## src/design/aack_pkg.sv

```systemverilog
package aack_pkg;

  // frame geometry
  localparam int FRAME_BYTES = 14;
  localparam int POS_W       = 4;

  localparam logic [7:0] START_BYTE = 8'h02;
  localparam logic [7:0] STOP_BYTE  = 8'h03;

  // input item kinds
  localparam logic [1:0] KIND_MSG  = 2'd0;
  localparam logic [1:0] KIND_CARD = 2'd1;
  localparam logic [1:0] KIND_TICK = 2'd2;

  // master message types
  localparam logic [7:0] MSG_ALARM  = 8'd1;
  localparam logic [7:0] MSG_ANSWER = 8'd2;

  // result events
  localparam logic [2:0] EV_CONFIRM   = 3'd0;
  localparam logic [2:0] EV_MASTER_OK = 3'd1;
  localparam logic [2:0] EV_CARD_READ = 3'd2;
  localparam logic [2:0] EV_ACK_SENT  = 3'd3;
  localparam logic [2:0] EV_RESEND    = 3'd4;
  localparam logic [2:0] EV_LINK_LOST = 3'd5;
  localparam logic [2:0] EV_BEEP      = 3'd6;

  // configuration register indexes
  localparam logic [1:0] REG_REPLY_TIMEOUT = 2'd0;
  localparam logic [1:0] REG_RETRY_LIMIT   = 2'd1;
  localparam logic [1:0] REG_BEEP_INTERVAL = 2'd2;

  localparam logic [15:0] RST_REPLY_TIMEOUT = 16'd3000;
  localparam logic [2:0]  RST_RETRY_LIMIT   = 3'd5;
  localparam logic [15:0] RST_BEEP_INTERVAL = 16'd1000;

  localparam logic [2:0] RETRY_MAX = 3'd7;

  typedef struct packed {
    logic [1:0] kind;
    logic [7:0] msg_type;
    logic       alarm_flag;
    logic [7:0] reader_byte;
  } in_item_t;

  typedef struct packed {
    logic [2:0] event_res;
    logic [2:0] retry_number;
    logic       alarm_state;
    logic       last;
  } out_item_t;

  // results produced by one request, handed to the result queue
  typedef struct packed {
    logic [1:0] cnt;
    out_item_t  first;
    out_item_t  second;
  } push_t;

endpackage

```

## src/design/aack_core.sv

```systemverilog
module aack_core (
  input  logic               clk,
  input  logic               rst_n,
  input  logic               fire,
  input  aack_pkg::in_item_t item,
  input  logic               cfg_we,
  input  logic [1:0]         cfg_index,
  input  logic [15:0]        cfg_wdata,
  output aack_pkg::push_t    push
);
  import aack_pkg::*;

  // configuration
  logic [15:0] reply_timeout_r;
  logic [2:0]  retry_limit_r;
  logic [15:0] beep_interval_r;

  // handshake state
  logic             alarm_on_r, alarm_on_nxt;
  logic             reading_stopped_r, reading_stopped_nxt;
  logic             awaiting_reply_r, awaiting_reply_nxt;
  logic [2:0]       resend_count_r, resend_count_nxt;
  logic [15:0]      reply_timer_r, reply_timer_nxt;
  logic [15:0]      beep_timer_r, beep_timer_nxt;
  logic [POS_W-1:0] frame_pos_r, frame_pos_nxt;
  logic             start_good_r, start_good_nxt;

  logic [2:0]  ev0, ev1;
  logic [1:0]  n;
  logic        good;
  logic        beep;
  logic        timeout;
  logic        may_resend;
  logic [2:0]  ev_reply;
  logic [15:0] bt_inc, rt_inc;

  function automatic logic [15:0] sat16_inc(input logic [15:0] v);
    return (v == 16'hFFFF) ? v : v + 16'd1;
  endfunction

  // per-request state update and result selection
  always_comb begin
    alarm_on_nxt        = alarm_on_r;
    reading_stopped_nxt = reading_stopped_r;
    awaiting_reply_nxt  = awaiting_reply_r;
    resend_count_nxt    = resend_count_r;
    reply_timer_nxt     = reply_timer_r;
    beep_timer_nxt      = beep_timer_r;
    frame_pos_nxt       = frame_pos_r;
    start_good_nxt      = start_good_r;
    ev0        = EV_CONFIRM;
    ev1        = EV_CONFIRM;
    n          = 2'd0;
    good       = start_good_r && (item.reader_byte == STOP_BYTE);
    bt_inc     = sat16_inc(beep_timer_r);
    rt_inc     = sat16_inc(reply_timer_r);
    beep       = alarm_on_r && (bt_inc >= beep_interval_r);
    timeout    = awaiting_reply_r && (rt_inc > reply_timeout_r);
    may_resend = resend_count_r < retry_limit_r;
    ev_reply   = may_resend ? EV_RESEND : EV_LINK_LOST;

    unique case (item.kind)
      KIND_MSG: begin
        if (item.msg_type == MSG_ALARM) begin
          reading_stopped_nxt = 1'b0;
          alarm_on_nxt        = item.alarm_flag;
          awaiting_reply_nxt  = 1'b0;
          ev0 = EV_CONFIRM;
          n   = 2'd1;
        end else if (item.msg_type == MSG_ANSWER) begin
          awaiting_reply_nxt  = 1'b0;
          reading_stopped_nxt = 1'b0;
          ev0 = EV_MASTER_OK;
          n   = 2'd1;
        end
      end
      KIND_CARD: begin
        if (reading_stopped_r) begin
          frame_pos_nxt  = '0;
          start_good_nxt = 1'b0;
        end else if (frame_pos_r == '0) begin
          start_good_nxt = (item.reader_byte == START_BYTE);
          frame_pos_nxt  = POS_W'(1);
        end else if (frame_pos_r >= POS_W'(FRAME_BYTES - 1)) begin
          frame_pos_nxt  = '0;
          start_good_nxt = 1'b0;
          if (good) begin
            ev0 = EV_CARD_READ;
            n   = 2'd1;
            if (alarm_on_r) begin
              reading_stopped_nxt = 1'b1;
              awaiting_reply_nxt  = 1'b1;
              reply_timer_nxt     = '0;
              resend_count_nxt    = '0;
              ev1 = EV_ACK_SENT;
              n   = 2'd2;
            end
          end
        end else begin
          frame_pos_nxt = frame_pos_r + POS_W'(1);
        end
      end
      KIND_TICK: begin
        beep_timer_nxt  = beep ? 16'd0 : bt_inc;
        reply_timer_nxt = rt_inc;
        if (timeout) begin
          if (resend_count_r != RETRY_MAX) resend_count_nxt = resend_count_r + 3'd1;
          if (may_resend) begin
            reply_timer_nxt = '0;
          end else begin
            reading_stopped_nxt = 1'b0;
            awaiting_reply_nxt  = 1'b0;
            alarm_on_nxt        = 1'b0;
          end
        end
        // beep goes ahead of the reply event
        if (beep && timeout) begin
          ev0 = EV_BEEP;
          ev1 = ev_reply;
          n   = 2'd2;
        end else if (beep) begin
          ev0 = EV_BEEP;
          n   = 2'd1;
        end else if (timeout) begin
          ev0 = ev_reply;
          n   = 2'd1;
        end
      end
      default: begin
        n = 2'd0;
      end
    endcase
  end

  // results carry state after this request
  always_comb begin
    push.cnt                 = fire ? n : 2'd0;
    push.first.event_res     = ev0;
    push.first.retry_number  = resend_count_nxt;
    push.first.alarm_state   = alarm_on_nxt;
    push.first.last          = (n == 2'd1);
    push.second.event_res    = ev1;
    push.second.retry_number = resend_count_nxt;
    push.second.alarm_state  = alarm_on_nxt;
    push.second.last         = 1'b1;
  end

  // config and state registers
  always_ff @(posedge clk) begin
    if (!rst_n) begin
      reply_timeout_r   <= RST_REPLY_TIMEOUT;
      retry_limit_r     <= RST_RETRY_LIMIT;
      beep_interval_r   <= RST_BEEP_INTERVAL;
      alarm_on_r        <= 1'b0;
      reading_stopped_r <= 1'b0;
      awaiting_reply_r  <= 1'b0;
      resend_count_r    <= '0;
      reply_timer_r     <= '0;
      beep_timer_r      <= '0;
      frame_pos_r       <= '0;
      start_good_r      <= 1'b0;
    end else begin
      if (cfg_we) begin
        case (cfg_index)
          REG_REPLY_TIMEOUT: reply_timeout_r <= cfg_wdata;
          REG_RETRY_LIMIT:   retry_limit_r   <= cfg_wdata[2:0];
          REG_BEEP_INTERVAL: beep_interval_r <= cfg_wdata;
          default: ;
        endcase
      end
      if (fire) begin
        alarm_on_r        <= alarm_on_nxt;
        reading_stopped_r <= reading_stopped_nxt;
        awaiting_reply_r  <= awaiting_reply_nxt;
        resend_count_r    <= resend_count_nxt;
        reply_timer_r     <= reply_timer_nxt;
        beep_timer_r      <= beep_timer_nxt;
        frame_pos_r       <= frame_pos_nxt;
        start_good_r      <= start_good_nxt;
      end
    end
  end

endmodule

```

## src/design/aack_outq.sv

```systemverilog
module aack_outq (
  input  logic                clk,
  input  logic                rst_n,
  input  aack_pkg::push_t     push,
  output logic                space2,
  output logic                out_valid,
  input  logic                out_ready,
  output aack_pkg::out_item_t out_data
);
  import aack_pkg::*;

  // four-entry result queue, takes up to two results a cycle
  out_item_t  q_r [4];
  logic [1:0] wr_ptr_r, wr_ptr_nxt;
  logic [1:0] rd_ptr_r, rd_ptr_nxt;
  logic [2:0] count_r, count_nxt;
  logic       pop;

  assign pop       = out_valid && out_ready;
  assign out_valid = (count_r != 3'd0);
  assign out_data  = q_r[rd_ptr_r];
  assign space2    = (count_r <= 3'd2);

  always_comb begin
    wr_ptr_nxt = wr_ptr_r + push.cnt;
    rd_ptr_nxt = rd_ptr_r + {1'b0, pop};
    count_nxt  = count_r + {1'b0, push.cnt} - {2'b00, pop};
  end

  // entry storage
  always_ff @(posedge clk) begin
    if (push.cnt != 2'd0) q_r[wr_ptr_r] <= push.first;
    if (push.cnt == 2'd2) q_r[wr_ptr_r + 2'd1] <= push.second;
  end

  // pointers and fill level
  always_ff @(posedge clk) begin
    if (!rst_n) begin
      wr_ptr_r <= '0;
      rd_ptr_r <= '0;
      count_r  <= '0;
    end else begin
      wr_ptr_r <= wr_ptr_nxt;
      rd_ptr_r <= rd_ptr_nxt;
      count_r  <= count_nxt;
    end
  end

endmodule

```

## src/design/alarm_ack_with_card_retry_top.sv

```systemverilog
// Channel  | Direction | Signals                       | Transfer
// ---------+-----------+-------------------------------+-------------------------
// in_      | input     | in_valid, in_ready, in_data   | in_valid && in_ready
// out_     | output    | out_valid, out_ready, out_data| out_valid && out_ready
// cfg_     | input     | cfg_we, cfg_index, cfg_wdata  | cfg_we, no wait
//
// One request per cycle is taken; its zero, one or two results are ready in
// the next cycle from a four-entry queue, one per cycle while out_ready is high.
// in_ready is high while the queue holds two results or fewer, so a stalled
// out_ready holds off requests only once three or more results are waiting.
// Synchronous active-low reset restores register defaults and clears state.
module alarm_ack_with_card_retry_top (
  input  logic                clk,
  input  logic                rst_n,
  input  logic                in_valid,
  output logic                in_ready,
  input  aack_pkg::in_item_t  in_data,
  output logic                out_valid,
  input  logic                out_ready,
  output aack_pkg::out_item_t out_data,
  input  logic                cfg_we,
  input  logic [1:0]          cfg_index,
  input  logic [15:0]         cfg_wdata
);
  import aack_pkg::*;

  push_t push;
  logic  space2;
  logic  fire;

  assign in_ready = space2;
  assign fire     = in_valid && space2;

  // request processing and state
  aack_core u_core (
    .clk       (clk),
    .rst_n     (rst_n),
    .fire      (fire),
    .item      (in_data),
    .cfg_we    (cfg_we),
    .cfg_index (cfg_index),
    .cfg_wdata (cfg_wdata),
    .push      (push)
  );

  // result queue
  aack_outq u_outq (
    .clk       (clk),
    .rst_n     (rst_n),
    .push      (push),
    .space2    (space2),
    .out_valid (out_valid),
    .out_ready (out_ready),
    .out_data  (out_data)
  );

endmodule
```

## config.mk

```make
export PLATFORM = sky130hd
export DESIGN_NAME = alarm_ack_with_card_retry_top
export DESIGN_NICKNAME = d
export VERILOG_FILES = /design/src/design/aack_pkg.sv /design/src/design/aack_core.sv /design/src/design/aack_outq.sv /design/src/design/alarm_ack_with_card_retry_top.sv
export SDC_FILE = /design/constraint.sdc
export NUM_CORES = 1
export LEC_CHECK = 0
export ABC_AREA = 0
export BUFFER_PORTS_ARGS = -buffer_cell sky130_fd_sc_hd__buf_4
export CAP_MARGIN = 15
export CORE_UTILIZATION = 42
export CTS_CLUSTER_DIAMETER = 60
export CTS_CLUSTER_SIZE = 14
export DETAILED_ROUTE_END_ITERATION = 12
export PLACE_DENSITY = 0.6
export RECOVER_POWER = 100
export SETUP_SLACK_MARGIN = 0.4
export SLEW_MARGIN = 0
export SYNTH_ARGS = -nofsm -noshare
export SYNTH_HDL_FRONTEND = slang
export SYNTH_SLANG_ARGS = --single-unit
```

## constraint.sdc

```tcl
create_clock -name clk -period 4.65 [get_ports clk]
set_input_delay 0.2325 -clock clk [delete_from_list [all_inputs] [get_ports clk]]
set_output_delay 0.2325 -clock clk [all_outputs]
set_load 0.01 [all_outputs]
```

==> run metrics, run 1 <==
Slew @ Worst Pin ~1.5 ns; final instance area about 9000 um^2; H-tree depth 4; worst-path cell chain ha_4 -> nand3_1 -> or4_4 -> nand2b_4 -> buf_4 -> xnor2_1 -> ha_1 -> o21a_1 -> nor2_1 -> or4_4 -> a31o_4 -> inv_4 -> ha_4 -> nand2_4 -> a21boi_4 -> or2_4 -> ha_4 -> fa_2 -> xnor2_2 -> xnor2_1 -> nor2_1; worst skew pair latency 0.42 ns; Hold Path Class input port to register; reg2reg setup slack roughly 0.17 ns; final std cells w/o fill between 1000 and 1500; final setup margin between 0.15 and 0.2 ns; syn nets roughly 880; routed vias between 6000 and 7000; initial antenna violation count 0; Core Box Area 15890 um^2; Layout Utilization 0.5590; combinational family with the most area after synthesis simple AND/OR/NAND/NOR gates; PwrDens 313.9 nW/um^2; Cells after DPL between 1000 and 1500; Post-Synth XOR/XNOR Area 0.03581; layout cell share with drive strength beyond 1 0.2595; Final Hold Viols 0; post-synthesis register bit count between 100 and 150; Worst Hold Launch cfg_wdata[5]; Die Height about 130 um; P&R area growth vs syn 29.65%; TritonCTS Buffers 17; Post-synth EDFFs 28; Final #Nets approximately 1000; first-pass GRT wire length approximately 30000 um; Post-DRT Antenna Nets 0; grt ovf 0; all-layer global routing usage 0.2279; crit path max-delay cell type or4_4; ant diodes 0; fmax between 200 and 250 MHz; dpl ws -0.007093 ns; Worst-path clk slew 0.06 ns; Crit. End Element register; RSZ-0062 raised after global routing true; Hold EP u_core.beep_interval_r[5]; Main synth FF type dfxtp_1; placed cell area 7779 um^2; full die area 16820 um^2; Leak roughly 3.6 nW; crit-path max FO 6; CP Launch Point u_core.beep_timer_r[0]; CTS tree done; Yosys warnings 0; Fin Clk Skew ~0.015 ns; die width about 130 um; initial DRC count roughly 390; starting density of the core 0.4312; RR Startpoint u_core.beep_timer_r[0]; FF-to-FF End u_outq.count_r[2]; post-synthesis mux area share 0.03836; Unique masters post-synth 70; Final Max Tran Viols 0; Top Ports 52; Worst Hold Path Cells 3; Synth Area in Simple Gates 0.2059; Post-synth ARST share 0; cell row count between 40 and 50; crit share post-route 0.9634; status finished, violations left; Worst Hold Slack just under 0.05 ns; crit-path most repeated cell ha_4; Critical Path AT roughly 4.8 ns; CP required around 4.9 ns; drt total wl roughly 19000 um; vias in the first global route 6108; max-cap violations 1; largest net degree at the start of global routing 30; Setup crit start kind register; Mapped Avg Cell Area between 8 and 9 um^2; Sink Count around 120; Tmin final 4.480 ns; slowest stage delay, CP about 0.55 ns; Total Negative Setup Slacks 0 ns; worst vdd rail ir drop ~0.24 mV; WS Path Type register to register; Reg2Reg Depth 21; # setup viols final 0; clk root buf clkbuf_16; fraction of the mapped netlist area in compound gates 0.1898; Final Power between 2 and 3 mW; routability cong. 0.8951; Post-Synth Adder-Cell Area 0.09609; post-synthesis cell count 782; DP HPWL about 13000 um; DR WL/cell roughly 17 um; I/O Buffers 51; Via density between 5 and 6; clock buffer depth 2; Seq/Total Area, Yosys 0.3829; Slew HR 0.009216; residual DRC count 0; Mapped Area slightly below 7000 um^2; DRT Pass-1 Iters 6; violated checks max-capacitance violations
## cells by family after synthesis
| logic type | after synthesis |
|---|---|
| buf+inv | 88 |
| mux | 16 |
| xor+xnor | 28 |
| simple gates | 293 |
| compound gates | 188 |
| fa+ha+maj | 52 |
| flops | 117 |
## area by class of cell
type	instances	area, um^2
multi-input combinational	577	4135
clock buffer	22	479.2
fill	1445	7005
timing repair buffer	138	1055
inverter	57	219.0
sequential	117	2648
clock inverter	10	73.82
tap	216	270.3
## how the worst max path moves through the flow
stage | end | depth (start not counted)
6_report | u_outq.count_r[2] | 21
5_1_grt | u_outq.count_r[2] | 22
4_1_cts | u_outq.count_r[2] | 19
3_5_place_dp | u_outq.count_r[2] | 23
3_3_place_gp | u_outq.count_r[2] | 23
2_1_floorplan | u_outq.count_r[2] | 22
## power breakdown
group | switching [mW] | internal (mW) | total (mW)
clock network | 0.490 | 0.734 | 1.22
registers | 0.0508 | 1.08 | 1.13
logic | 0.226 | 0.211 | 0.437
## critical path, delay by kind of cell, from the launching register on
| family | cells | cell delay [ns] |
|---|---|---|
| AO/OA/AOI/OAI | 3 | 0.52 |
| XOR/XNOR | 3 | 0.36 |
| adder cells (fa/ha/maj) | 5 | 1.19 |
| buffers and inverters | 2 | 0.20 |
| flip-flops | 1 | 0.36 |
| AND/OR/NAND/NOR | 8 | 1.73 |
## state kept, by name, indices dropped and copies added (netlist names), 2 cells and up
name                    cells
u_outq.q_r                 32
u_core.beep_interval_r     16
u_core.beep_timer_r        16
u_core.reply_timeout_r     16
u_core.reply_timer_r       16
u_core.frame_pos_r          4
u_core.resend_count_r       3
u_core.retry_limit_r        3
u_outq.count_r              3
u_outq.rd_ptr_r             2
u_outq.wr_ptr_r             2
## routing by layer
metal	vias to the layer above	track usage	part of all wire
li1	3072	-	-
met1	3024	0.2723	0.43
met2	181	0.4042	0.51
met3	38	0.04428	0.041
met4	0	0.08618	0.019
met5	-	0	0
## synth_stat cells (13+ instances only)
cell / count / area (um^2)
nand4_1: 20 / 125.1
o22ai_1: 13 / 81.33
clkbuf_1: 20 / 75.07
edfxtp_1: 28 / 840.8
ha_1: 51 / 638.1
dfxtp_1: 89 / 1782
nor2_1: 66 / 247.7
o21ai_0: 25 / 125.1
inv_1: 56 / 210.2
xor2_1: 15 / 131.4
xnor2_1: 13 / 113.9
a21oi_1: 52 / 260.3
o211ai_1: 20 / 150.1
nand3_1: 25 / 125.1
nand2_1: 116 / 435.4
## placed cells by master (no fill, tap or decap), drive strengths merged, types with 10 or more instances in the layout
master / Yosys / final
nand2: 117 / 117
a21oi: 53 / 53
nor2: 66 / 66
a21o: 12 / 12
o21a: 10 / 10
nand4: 20 / 20
edfxtp: 28 / 28
nand3: 25 / 25
buf: 10 / 121
o211ai: 20 / 20
xnor2: 13 / 13
a22o: 10 / 10
dfxtp: 89 / 89
xor2: 15 / 15
o22ai: 13 / 13
inv: 57 / 59
ha: 51 / 51
clkbuf: 21 / 39
o21ai: 32 / 32
## what timing repair did
action	CTS	global route
resized for setup	26	59
endpoints found under the setup margin	64	65
hold buffers	0	0
pin swaps	11	24
buffers inserted	36	12
gates cloned	0	0
(Power assumes the default switching activity.)
==> run 2: changes to the inputs <==
- ABC_AREA: 0 -> 1
==> run metrics, run 2 <==
status finished, violations left; violated checks max-capacitance violations, max-slew violations; CP bufs+invs 3; share of the synthesized area in the top cell type 0.2462; H-tree depth 4; Critical Path AT about 4.4 ns; ant diodes 0; crit-path max FO 6; post-synth top area cell dfxtp_1; starting density of the core 0.4334; full die area approximately 18000 um^2; drt total wl between 15000 and 20000 um; Worst Hold Launch cfg_wdata[8]; Mapped Avg Cell Area 7.386 um^2; largest net degree at the start of global routing 45; post-synthesis register bit count about 120; initial antenna violation count 0; Die Height between 100 and 150 um; post-synthesis cell count between 900 and 1000; Yosys warnings 0; crit path max-delay cell type fa_1; DP HPWL approximately 13000 um; max-cap violations 2; fmax between 200 and 250 MHz; I/O Buffers between 50 and 60; worst skew pair latency around 0.41 ns; residual DRC count 0; RSZ-0062 raised after global routing false; Top Ports 52; Core Box Area about 17000 um^2; worst vdd rail ir drop about 0.24 mV; Cells after DPL 1231; max reg flops 32; most frequent cells in the layout nand2_1 (229), inv_1 (135), dfxtp_1 (81); first-pass GRT wire length between 20000 and 30000 um; routability cong. slightly below 0.9; Synth area leaders dfxtp_1 (25%), edfxtp_1 (12%), nand2_1 (12%); final std cells w/o fill around 1300; Setup crit start kind register; DRT Pass-1 Iters 4; CTS tree done; Tmin final a little over 4 ns; cell row count 47; TritonCTS Buffers 17; P&R area growth vs syn 17.03%; Reg with most FFs u_outq.q_r; DR WL/cell 13.79 um; Via density between 4 and 5; Post-synth EDFFs 28; Main synth FF type dfxtp_1; RR Startpoint u_core.reply_timer_r[1]; Fin Clk Skew about 0.01 ns; Slew HR -0.2188; Total Negative Setup Slacks 0 ns; clk root buf clkbuf_16; Worst-path clk slew approximately 0.06 ns; crit-path most repeated cell nand2_1; initial DRC count between 300 and 400; list of most frequent post-synthesis cells nand2_1 (223), inv_1 (130), dfxtp_1 (89); hold_buf cts 0; Hold Path Class input port to register; final instance area between 8000 and 9000 um^2; routed vias approximately 6300; placed cell area around 8000 um^2; Final Max Tran Viols between 80 and 90; Sink Count 117; slowest stage delay, CP approximately 0.43 ns; layout cell share with drive strength beyond 1 0.1463; PwrDens between 300 and 400 nW/um^2; CP Launch Point u_core.reply_timer_r[1]; syn nets roughly 1100; Final #Nets approximately 1100; most common cell in the synthesized netlist nand2_1; crit share post-route 0.8877; WS Path Type register to register; family with the most delay on the worst path simple AND/OR/NAND/NOR gates; Post-synth ARST share 0; # setup viols final 0; most common cell after layout, fill and taps aside nand2_1; CP required just under 5 ns; Unique masters post-synth 52; Final Hold Viols 0; clock buffer depth 2; all-layer global routing usage 0.2036; Crit. End Element register; vias in the first global route roughly 5900; die width roughly 130 um; Mapped Area a little over 7000 um^2; Seq/Total Area, Yosys 0.3623; Leak approximately 3.8 nW; grt ovf 0; Slew @ Worst Pin roughly 1.8 ns; Post-DRT Antenna Nets 0
-- run 2: changes by cell type after synthesis, sizes merged, moves of 7 or more --
cell    previous run  this run
nand2b             7         0
o21ai             32        51
nand3             25        59
nor2              66        90
inv               57       145
a22o              10         0
a21o              12         3
a21oi             53        80
nand2            117       244
mux4               8         0
a31oi              9         2
-- run 2: final timing paths --
path	to	slack, ns	depth (start not counted)
setup / recovery	u_outq.count_r[2]	0.52	25
hold / removal	u_core.beep_interval_r[8]	0.05	3
setup reg to reg	u_outq.count_r[2]	0.52	25
hold reg to reg	u_core.retry_limit_r[1]	0.46	2
-- run 2: final cells by class --
cell class                 instances  area [um^2]
clock inverter                    14        176.4
clock buffer                      18        429.2
timing repair buffer              57        386.6
tap                              220        275.3
multi-input combinational        691         4006
fill                            1650         8230
sequential                       117         2638
inverter                         149        559.3
-- run 2: per-layer routing --
layer,track usage,vias to the layer above,wire length (um)
met4,0.08649,0,352
met5,0,-,0
met1,0.2660,2844,8543
met3,0.03577,27,372
li1,-,3332,-
met2,0.3304,83,8196
-- run 2: logic make-up after synthesis --
logic type / synth area share
simple gates: 0.2868
compound gates: 0.1381
buf+inv: 0.09162
flops: 0.3623
fa+ha+maj: 0.09092
xor+xnor: 0.03025
-- run 2: worst reg2reg max path, stage by stage (launching register included) --
cell and delay (ns):
dfxtp_4 0.38, ha_4 0.16, nand3_4 0.10, nor2_4 0.17
nand4_4 0.16, nor2_4 0.18, nor2_1 0.07, xor2_1 0.16
ha_1 0.32, nand2_1 0.06, nor2_1 0.11, nand4_1 0.13
inv_1 0.08, nand2_1 0.05, nand2_1 0.10, nand2_1 0.11
inv_1 0.16, ha_1 0.19, nand2_1 0.08, nand2_2 0.11
nand3_4 0.12, ha_4 0.25, fa_1 0.43, xor2_1 0.17
inv_1 0.06, nor2_1 0.03
-- run 2: report_power, final --
group	internal (mW)	switching (mW)
logic	0.191	0.315
registers	1.08	0.0549
clock network	0.849	0.498
total	2.12	0.868
-- run 2: per-stage QoR --
stage	hold WS [ns]	power, mW	util	setup WS [ns]
3_5_place_dp	0.4375	1.702	0.4679	0.4664
2_1_floorplan	0.3457	1.496	-	0.9066
5_1_grt	0.04570	3.142	0.5072	0.2054
4_1_cts	0.02650	3.055	0.5042	0.4263
6_report	0.04584	2.991	0.5072	0.5221
3_3_place_gp	0.4353	1.697	0.4679	0.5440
-- run 2: timing repair --
action,4_1_cts,5_1_grt
setup buffers,0,3
gates resized for setup,0,28
endpoints found under the setup margin,0,51
